### src/hdl/sgm_pkg.sv
// Package for the Sobel gradient magnitude block.
// Holds the register indexes, arithmetic constants and the controller/datapath types.
// No dependencies.
package sgm_pkg;

  localparam int MAX_WIDTH_DEF = 1024;

  localparam int PIX_W    = 8;
  localparam int CFG_W    = 16;
  localparam int IMG_W_W  = 11;
  localparam int IMG_H_W  = 16;

  localparam logic REG_IMAGE_WIDTH  = 1'b0;
  localparam logic REG_IMAGE_HEIGHT = 1'b1;

  localparam logic [IMG_W_W-1:0] WIDTH_RESET  = 11'd1024;
  localparam logic [IMG_H_W-1:0] HEIGHT_RESET = 16'd1024;

  // |gx|,|gy| <= 1020; sum of squares < 2^21; root < 2^11
  localparam int ABS_W  = 10;
  localparam int SQ_W   = 20;
  localparam int SUM_W  = 21;
  localparam int REM_W  = 22;
  localparam int ROOT_W = 11;

  localparam int        ROOT_STEPS = 11;
  localparam int        STEP_W     = 4;

  // floor(x/3) == (x*683) >> 11 for x < 2048
  localparam logic [9:0] RECIP3     = 10'd683;
  localparam int         RECIP3_SH  = 11;
  localparam int         PROD_W     = 21;

  typedef struct packed {
    logic capture;
    logic process;
    logic square;
    logic sum_init;
    logic root_step;
    logic scale;
    logic load_out;
  } dp_cmd_t;

  typedef struct packed {
    logic interior;
  } dp_status_t;

endpackage

### src/hdl/sgm_ctrl.sv
// Sequencer for the Sobel gradient magnitude block.
// Steps one item through read, square, root and scale; owns the output valid flag.
// Depends on sgm_pkg.
module sgm_ctrl
  import sgm_pkg::*;
(
  input  logic       clk_i,
  input  logic       rst_ni,
  input  logic       in_valid_i,
  output logic       in_ready_o,
  output logic       out_valid_o,
  input  logic       out_ready_i,
  output dp_cmd_t    cmd_o,
  input  dp_status_t status_i
);

  typedef enum logic [2:0] {
    ST_IDLE,
    ST_READ,
    ST_SQUARE,
    ST_SUM,
    ST_ROOT,
    ST_SCALE,
    ST_EMIT
  } state_e;

  state_e             state_q, state_d;
  logic [STEP_W-1:0]  step_q, step_d;
  logic               out_valid_q, out_valid_d;
  logic               slot_free;

  assign slot_free = !out_valid_q || out_ready_i;

  always_comb begin
    state_d     = state_q;
    step_d      = step_q;
    out_valid_d = out_ready_i ? 1'b0 : out_valid_q;
    cmd_o       = '0;
    case (state_q)
      ST_IDLE: begin
        if (in_valid_i) begin
          cmd_o.capture = 1'b1;
          state_d       = ST_READ;
        end
      end
      ST_READ: begin
        cmd_o.process = 1'b1;
        state_d       = status_i.interior ? ST_SQUARE : ST_IDLE;
      end
      ST_SQUARE: begin
        cmd_o.square = 1'b1;
        state_d      = ST_SUM;
      end
      ST_SUM: begin
        cmd_o.sum_init = 1'b1;
        step_d         = '0;
        state_d        = ST_ROOT;
      end
      ST_ROOT: begin
        cmd_o.root_step = 1'b1;
        step_d          = step_q + STEP_W'(1);
        if (step_q == STEP_W'(ROOT_STEPS - 1)) begin
          state_d = ST_SCALE;
        end
      end
      ST_SCALE: begin
        cmd_o.scale = 1'b1;
        state_d     = ST_EMIT;
      end
      ST_EMIT: begin
        if (slot_free) begin
          cmd_o.load_out = 1'b1;
          out_valid_d    = 1'b1;
          state_d        = ST_IDLE;
        end
      end
      default: begin
        state_d = ST_IDLE;
      end
    endcase
  end

  always_ff @(posedge clk_i or negedge rst_ni) begin
    if (!rst_ni) begin
      state_q     <= ST_IDLE;
      step_q      <= '0;
      out_valid_q <= 1'b0;
    end else begin
      state_q     <= state_d;
      step_q      <= step_d;
      out_valid_q <= out_valid_d;
    end
  end

  assign in_ready_o  = (state_q == ST_IDLE);
  assign out_valid_o = out_valid_q;

endmodule

### config.mk
export PLATFORM = sky130hd
export DESIGN_NAME = sgm_ctrl
export DESIGN_NICKNAME = d
export VERILOG_FILES = /design/src/hdl/sgm_pkg.sv /design/src/hdl/sgm_ctrl.sv
export SDC_FILE = /design/constraint.sdc
export NUM_CORES = 1
export LEC_CHECK = 0
export BUFFER_PORTS_ARGS = -buffer_cell sky130_fd_sc_hd__buf_2
export CAP_MARGIN = 0
export CORE_AREA = 3 3 40 42
export DETAILED_ROUTE_END_ITERATION = 10
export DIE_AREA = 0 0 43 45
export HOLD_SLACK_MARGIN = 0.02
export PLACE_DENSITY = 0.56
export SYNTH_ARGS = -nofsm -noshare
export SYNTH_HDL_FRONTEND = slang
export SYNTH_SLANG_ARGS = --single-unit
export TNS_END_PERCENT = 1
### constraint.sdc
create_clock -name clk_i -period 2.8 [get_ports clk_i]
set_input_delay 0.56 -clock clk_i [delete_from_list [all_inputs] [get_ports clk_i]]
set_output_delay 0.56 -clock clk_i [all_outputs]
set_load 0.01 [all_outputs]
Yosys cells after proc, flatten, opt, wreduce, memory -nomap -nowiden
Cells that the tools add are included.
- bits in registers: 8
- latch bits: 0
- RAM bits: 0
- ROM bits: 0
- input port bits: 5
- output and inout port bits: 9
- word-level logic and storage cells: 37
- memories kept: 0
- add/sub/neg operators: 1
- multiply operators: 0
- div/mod/pow operators: 0
- order comparisons: 0
- eq/ne operators: 10
- shifts and indexed selects: 0
- mux-type cells: 18
- bitwise operators: 0
- reductions and logical operators: 5
- operators by type and width (cell ; number):
    case mux 3 bit (7 select lines) ; 1
    2-to-1 mux 1 bit ; 12
    == test 3 bit, second input constant ; 3
    2-to-1 mux 3 bit ; 3
    case mux 4 bit (2 select lines) ; 1
    == test 3 x 2 -> 1 bit, second input constant ; 2
    != test 2 bit, second input constant ; 3
    adder 4 x 1 -> 4 bit, second input constant ; 1
    == test 4 bit, second input constant ; 1
    == test 3 x 1 -> 1 bit, second input constant ; 1
    logical NOT 3 bit ; 1
    AND reduction 3 bit ; 1
    2-to-1 mux 2 bit ; 1
    nonzero test 2 bit ; 1
    logical NOT 1 bit ; 1
    logical OR 1 bit ; 1

Depth between registers and ports, before layout
Gate-level depths: netlist (run 1).
- word-level depth: 4
- depth in mapped cells: 5
- mapped depth without buffers: 4

Worst setup path after synthesis (run 1)
Ideal clock, no wire load.
- path kind: register to output
- start: register state_q[2]
- end: output cmd_o[6] (netlist name)
- data arrival time: 1.067 ns
- data required time: 2.240 ns
- path slack: 1.173 ns
- cell stages (with the launch flop): 4
- buffers on the path: 1
- cells stage by stage: dfrtp_1 -> clkbuf_1 -> nor3_1 -> and2_1
- RTL lines (element ; line ; RTL):
    start, declared ; sgm_ctrl.sv:27 ; state_e state_q, state_d;
    start signal, assigned ; sgm_ctrl.sv:89 ; state_q <= state_d;
    end, declared ; sgm_ctrl.sv:13 ; output dp_cmd_t cmd_o,

==> results.yml, run 1 <==
run_status:
  status: "complete, no violations"
sta:
  finalMaxSlewViolations: 0
  setup_viol_count_final: 0
  worst_slew_pin_slew_ps: 295
  min_period_over_period: 0.701
  fin_crit_ps: 1960
  finalSetupTns_ps: 0
  hold_viol: 0
  relSlewSlack: 0.803
  hold_slack_ps: 143
  fmax_mhz: 509
  rsz0062_at_grt: "false"
  finalClockSkew_ps: 0.689
yosys:
  ys.flop_type: "dfrtp_1"
  synth_top_area_share: 0.456
  async_reset_ff_frac: 1.00
  synth_top_cell_by_area: "dfrtp_1"
  syn_area_per_cell_um2: 9.34
  synth-edff-count: 0
  synth.area.top_cells: "dfrtp_1 (46%), ha_1 (5.7%), o21ai_0 (5.7%)"
  syn_area_um2: 439
  synth_cells: 47
  synth.distinct_cells: 23
  ys_warn_count: 0
  syn_nets: 54
  ys_ff_latch: 8
  ys_seq_area_frac: 0.456
cts:
  htree_levels: 1
  clk_latency_ps: 250
  cts.repair.resized: 0
  tritoncts: "done"
  cts_buffers: 3
  cts_sinks: 8
  cts-root-buf: "clkbuf_4"
  post_cts_buffers: 0
  cts_hold_buf: 0
  clk_path_buf_depth: 2
  path_clk_slew_ps: 50
detailed_routing:
  routed_wl_um: 808
  drc: 0
  first_iter_violations: 5
  wire_per_inst_um: 10.6
  drtPass1Iterations: 4
  ant_nets: 0
  vias_per_cell: 4.91
  vias: 373
critical_path:
  setup.worst_path.end_class: "output pin"
  required_ps: 2240
  critical_path_class: "flip-flop to output pin"
  cp_max_fo: 11
  r2r_cells: 4
  arrival_ps: 1400
  startpoint_type: "flip-flop"
global_route:
  gr-usage-all-layers: 0.0983
  grt_first_pass_wirelength_um: 1410
  grt_max_degree: 12
  antenna_found_initial: 0
  grt_pass1_vias: 343
  grt-ovfl-total: 0
die:
  dieArea_mm2: 0.00194
  num_io_pins: 14
  fp-row-count: 13
  start_util: 0.342
  die_y_um: 45
  fp.dieW_um: 43
  core_area_mm2: 0.00128
power:
  p_leak_nw: 0.288
  ir_drop_mv: 0.335
  powerDensity_mw_per_mm2: 935
cells_and_area:
  fin_cells: 76
  diodes: 0
  fillers: 124
  area_growth_pct: 20.8
  fin_area_um2: 531
  nets: 70
  drive_gt1_frac: 0.295
place:
  place_inst: 73
  io_buffers: 13
  gp_congestion: 0.674
  placed_area_um2: 508
  hpwl_um: 600
min_path:
  hold_class: "primary input to async pin"
job:
  max_cap_violations: 0
cell usage after synthesis, types with 2 or more instances:
| master | number |
|---|---|
| o21ai_0 | 5 |
| mux2i_1 | 2 |
| nand2_1 | 4 |
| nor2_1 | 3 |
| nand3_1 | 3 |
| nor3b_1 | 2 |
| nor3_1 | 2 |
| dfrtp_1 | 8 |
| inv_1 | 3 |
| ha_1 | 2 |
flip-flops by register name (all words and copies together), names as in the netlist:
register / cells
state_q: 3
step_q: 4
out_valid_o: 1
worst paths after layout:
path	from	end	slack, ps
worst max register to register	state_q[2]	step_q[3]	1410
min in group clk_i	step_q[3]	step_q[3]	490
max in group asynchronous	rst_ni	state_q[0]	2490
worst min register to register	step_q[3]	step_q[3]	490
worst min-delay path	rst_ni	step_q[2]	140
worst max-delay path	state_q[2]	cmd_o[2]	840
metal layers:
metal	global-route usage	up-vias	part of all wire
li1	-	192	-
met5	0	-	0
met4	0.0723	0	0.015
met2	0.144	9	0.46
met1	0.124	170	0.47
met3	0.0279	2	0.059
stage by stage:
stage          worst slack (ps)  power (W)  utilization
2_1_floorplan              1170   0.000355            -
4_1_cts                     835   0.000500        0.413
6_report                    837   0.000496        0.413
3_3_place_gp               1130   0.000413        0.395
3_5_place_dp               1100   0.000415        0.395
5_1_grt                     753   0.000544        0.413
cells in the final DEF (no fill, tap or decap), drive strengths merged:
master	instances
buf	13
dfrtp	8
o21ai	5
nand2	4
inv	4
nor2	3
nand3	3
clkbuf	3
nor3b	2
nor3	2
mux2i	2
ha	2
or2b	1
or3b	1
nand3b	1
nand2b	1
and2	1
o21a	1
nand4	1
a211oi	1
a21oi	1
o21bai	1
report_power, final:
group          leakage (nW)  switching, W  internal (W)
Combinational         0.169      0.000101     0.0000937
Clock                0.0138     0.0000370     0.0000489
Sequential            0.105     0.0000621      0.000154
final cells by class:
| class | instances | area, µm² | area share |
|---|---|---|---|
| well taps | 15 | 18.8 | 0.0354 |
| repair buffers | 13 | 65.1 | 0.123 |
| clock buffers | 3 | 22.5 | 0.0425 |
| inverters | 4 | 15.0 | 0.0283 |
| multi-input cells | 33 | 209 | 0.394 |
| flip-flops and latches | 8 | 200 | 0.377 |
critical path, stage by stage (launching register included):
cell and delay [ps]:
dfrtp_1 510, or3b_4 450, inv_2 70, buf_2 120
logic make-up after synthesis:
group,count (synthesis),synth area share
adder cells (fa/ha/maj),2,0.0570
flip-flops,8,0.456
multiplexers,2,0.0456
AO/OA/AOI/OAI,9,0.120
buffers and inverters,6,0.0684
AND/OR/NAND/NOR,20,0.254
No activity file was read; power rests on OpenSTA's default activity.
==> run 2, diff against run 1 <==
Settings changed: ABC_AREA set to 1, PLACE_DENSITY 0.56 to 0.59.
Clock period 2.8 ns to 1.75 ns, I/O delays scaled along.
==> run 2 against run 1 <==
Non-clock buffer count up 1. Critical path type unchanged. Via count is 12% higher. Global-route usage up 0.42 points. Critical endpoint unchanged.
==> results.yml, run 2 <==
global_route:
  gr-usage-all-layers: 0.103
  grt-ovfl-total: 0
  grt_max_degree: 9
  grt_pass1_vias: 372
  grt_first_pass_wirelength_um: 1450
  antenna_found_initial: 0
yosys:
  async_reset_ff_frac: 1.00
  synth_cells: 59
  ys.flop_type: "dfrtp_1"
  synth_top_area_share: 0.437
  synthTopCellsByCount: "inv_1 (13), nand3_1 (9), dfrtp_1 (8)"
  syn_nets: 66
  syn_area_per_cell_um2: 7.76
  synth-edff-count: 0
  syn_area_um2: 458
  ys_seq_area_frac: 0.437
  synth.distinct_cells: 16
  ys_warn_count: 0
  yosysMostFrequentCell: "inv_1"
  synth_top_cell_by_area: "dfrtp_1"
  ys_ff_latch: 8
  synth.area.top_cells: "dfrtp_1 (44%), inv_1 (11%), nand3_1 (9.8%)"
die:
  dieArea_mm2: 0.00194
  core_area_mm2: 0.00128
  num_io_pins: 14
  fp.dieW_um: 43
  die_y_um: 45
  fp-row-count: 13
  start_util: 0.356
run_status:
  status: "complete, no violations"
detailed_routing:
  vias_per_cell: 4.60
  wire_per_inst_um: 9.73
  drc: 0
  first_iter_violations: 10
  vias: 419
  drtPass1Iterations: 4
  routed_wl_um: 885
  ant_nets: 0
cells_and_area:
  top_register: "step_q"
  layout_common_cells: "inv_1 (13), buf_2 (13), nand3_1 (9)"
  fin_area_um2: 574
  diodes: 0
  nets: 85
  multi_input_area_um2: 209
  final-seq-area_um2: 200
  area_growth_pct: 25.4
  fin_cells: 91
  utilization: 0.447
  largest_register_ffs: 4
  drive_gt1_frac: 0.250
  fillers: 133
sta:
  relSlewSlack: 0.842
  fmax_mhz: 612
  setup_viol_count_final: 0
  finalMaxSlewViolations: 0
  fin_crit_ps: 1630
  min_period_over_period: 0.934
  setup_ws_ps: 116
  hold_viol: 0
  finalSetupTns_ps: 0
  rsz0062_at_grt: "false"
  worst_slew_pin_slew_ps: 236
  finalClockSkew_ps: 2.63
critical_path:
  arrival_ps: 1280
  worst_path_max_delay_cell: "dfrtp_1"
  cp_slowest_stage_delay_ps: 440
  startpoint_type: "flip-flop"
  cp_max_fo: 8
  cp_cell_sequence: "nor2_2 -> nand2_1 -> inv_1 -> buf_2"
  critical_path_class: "flip-flop to output pin"
  setup.worst_path.end_class: "output pin"
  cp_num_buf_inv: 2
  critPathTopFamily: "flip-flops"
  required_ps: 1400
cts:
  cts_buffers: 3
  tritoncts: "done"
  path_clk_slew_ps: 50
  clk_path_buf_depth: 2
  htree_levels: 1
  cts_sinks: 8
  cts-root-buf: "clkbuf_4"
  clk_latency_ps: 250
min_path:
  hold_class: "primary input to flip-flop"
power:
  ir_drop_mv: 0.633
  p_leak_nw: 0.334
  powerDensity_mw_per_mm2: 1590
place:
  place_inst: 87
  io_buffers: 13
  placed_area_um2: 542
  dpl_worst_slack_ps: 393
  hpwl_um: 705
  gp_congestion: 0.702
job:
  max_cap_violations: 0
## run 2: final timing paths
check | startpoint | to | cells after the start | slack, ps
min in group asynchronous | rst_ni | step_q[2] | 2 | 470
worst max register to register | state_q[0] | step_q[2] | 4 | 620
worst min-delay path | out_ready_i | out_valid_o | 2 | 290
max in group asynchronous | rst_ni | state_q[2] | 2 | 1100
worst max-delay path | state_q[0] | cmd_o[2] | 4 | 120
worst min register to register | out_valid_o | out_valid_o | 2 | 560
## run 2: repair_timing
action / in CTS / in global routing
resized for setup: 0 / 0
buffers inserted: 0 / 0
hold buffers: 1 / 0
endpoints found under the hold margin: 8 / 0
endpoints found under the setup margin: 0 / 0
## run 2: routing by layer
metal,share of wire,global-route usage,vias up
met3,0.062,0.0279,2
met1,0.50,0.126,179
met2,0.42,0.147,12
met4,0.011,0.0904,0
met5,0,0,-
li1,-,-,226
## run 2: final cells by class
cell class | count | area share
repair buffers | 14 | 0.131
clock buffers | 3 | 0.0392
multi-input cells | 38 | 0.364
well taps | 15 | 0.0327
flip-flops and latches | 8 | 0.349
inverters | 13 | 0.0850
## run 2: cell families after synthesis
logic type	Yosys count	synth area share
adders and majority gates	2	0.0546
AOI/OAI and AO/OA	5	0.0574
DFF	8	0.437
and+or+nand+nor	29	0.306
buffers and inverters	13	0.107
xor gates and xnor gates	2	0.0383
## run 2: metrics by stage
stage / power, W / hold slack, ps
2_1_floorplan: 0.000642 / 54.4
3_3_place_gp: 0.000773 / 207
3_5_place_dp: 0.000782 / 204
4_1_cts: 0.000926 / 289
5_1_grt: 0.00101 / 313
6_report: 0.000914 / 295
## run 2: where the power goes
part	internal (W)	switching [W]	leakage [nW]
sequential	0.000260	0.0000836	0.104
clock	0.0000782	0.0000588	0.0138
combinational	0.000174	0.000259	0.216
==> run 3, diff against run 2 <==
Settings changed: PLACE_DENSITY 0.59 to 0.57.
Clock period 1.75 ns to 1.6 ns, I/O delays scaled along.
==> run 3 against run 2 <==
Clock skew is 3.9 ps higher. Via count is 4.8% higher. Setup slack worse by 20 ps. Hold slack worse by 25 ps. Count of clock-buffer cells in the layout stayed put. Critical path depth is 1 higher.
==> results.yml, run 3 (synthesis gave the netlist of run 2 again) <==
run_status:
  status: "complete, no violations"
cts:
  cts_buffers: 3
  post_cts_buffers: 0
  htree_levels: 1
  tritoncts: "done"
  clk_latency_ps: 250
  cts_sinks: 8
  path_clk_slew_ps: 50
  cts-root-buf: "clkbuf_4"
  clk_path_buf_depth: 2
global_route:
  grt_first_pass_wirelength_um: 1550
  grt_max_degree: 9
  grt_pass1_vias: 395
  grt-ovfl-total: 0
  gr-usage-all-layers: 0.112
  antenna_found_initial: 0
detailed_routing:
  drtPass1Iterations: 4
  first_iter_violations: 4
  drc: 0
  routed_wl_um: 960
  vias_per_cell: 4.77
  ant_nets: 0
  vias: 439
  wire_per_inst_um: 10.4
place:
  place_inst: 88
  hpwl_um: 737
  io_buffers: 13
  dpl_worst_slack_ps: 354
  placed_area_um2: 549
  gp_congestion: 0.820
cells_and_area:
  layout_common_cells: "inv_1 (13), buf_2 (13), nand3_1 (8)"
  top_register: "step_q"
  fin_area_um2: 589
  nets: 86
  area_growth_pct: 28.7
  diodes: 0
  largest_register_ffs: 4
  drive_gt1_frac: 0.299
  fin_cells: 92
  fillers: 143
power:
  ir_drop_mv: 0.916
  p_leak_nw: 0.336
  powerDensity_mw_per_mm2: 1760
critical_path:
  cp_max_fo: 5
  arrival_ps: 1180
  cp_slowest_stage_delay_ps: 440
  r2r_slack_ps: 430
  critical_path_class: "flip-flop to output pin"
  worst_path_max_delay_cell: "dfrtp_1"
  required_ps: 1280
  r2r_cells: 6
  reg2reg_to: "state_q[2]"
  critPathLaunch: "state_q[1]"
  crit_end: "cmd_o[0]"
  setup.worst_path.end_class: "output pin"
  cp_num_buf_inv: 2
  r2r-start: "step_q[0]"
  startpoint_type: "flip-flop"
  cp_cell_sequence: "nand2_1 -> nor2_2 -> inv_1 -> nor2_1 -> buf_2"
  critPathTopFamily: "flip-flops"
  cp_num_cells: 5
sta:
  rsz0062_at_grt: "true"
  hold_viol: 0
  worst_slew_pin_slew_ps: 265
  min_period_over_period: 0.940
  setup_ws_ps: 95.6
  setup_viol_count_final: 0
  finalClockSkew_ps: 6.49
  fmax_mhz: 665
  fin_crit_ps: 1500
  relSlewSlack: 0.822
  finalMaxSlewViolations: 0
die:
  fp.dieW_um: 43
  die_y_um: 45
  dieArea_mm2: 0.00194
  fp-row-count: 13
  core_area_mm2: 0.00128
  start_util: 0.356
  num_io_pins: 14
min_path:
  min_path_cells: 2
  hold_class: "primary input to flip-flop"
job:
  max_cap_violations: 0
-- run 3: cell types whose count changed in the layout (fill, tap and decap cells not counted), sizes merged --
cell	previous run	this run
buf	13	14
-- run 3: layer usage --
layer / global-route usage / routed length [µm]
met1: 0.123 / 412
met2: 0.174 / 473
met3: 0.0717 / 54
met4: 0.0422 / 20
met5: 0 / 0
-- run 3: what timing repair did --
item	in CTS	in global routing
hold buffers	1	0
resized for setup	0	3
setup endpoints to repair	0	2
endpoints found under the hold margin	8	0
-- run 3: how the worst min path moves through the flow --
stage,slack (ps),startpoint,endpoint
6_report,270,out_ready_i,out_valid_o
3_3_place_gp,170,rst_ni,step_q[2]
4_1_cts,270,out_ready_i,out_valid_o
2_1_floorplan,20,rst_ni,out_valid_o
3_5_place_dp,180,rst_ni,step_q[2]
5_1_grt,260,out_ready_i,out_valid_o
-- run 3: final cells by class --
class	count	area, µm²	area share
clock buffer	3	22.5	0.0382
multi-input combinational	38	214	0.363
timing repair buffer	15	82.6	0.140
sequential	8	203	0.344
tap	15	18.8	0.0318
inverter	13	48.8	0.0828
-- run 3: stage by stage --
step | util | hold WS, ps | power [W] | TNS, ps
6_report | 0.459 | 269 | 0.00104 | 0
2_1_floorplan | - | 24.4 | 0.000702 | 0
3_3_place_gp | 0.427 | 173 | 0.000873 | 0
5_1_grt | 0.459 | 264 | 0.00115 | -9.91
4_1_cts | 0.453 | 268 | 0.00104 | 0
3_5_place_dp | 0.427 | 177 | 0.000875 | 0
-- run 3: where the power goes --
group | switching [W] | internal [W]
clock | 0.0000655 | 0.0000856
combinational | 0.000291 | 0.000204
sequential | 0.000100 | 0.000290
total | 0.000457 | 0.000579
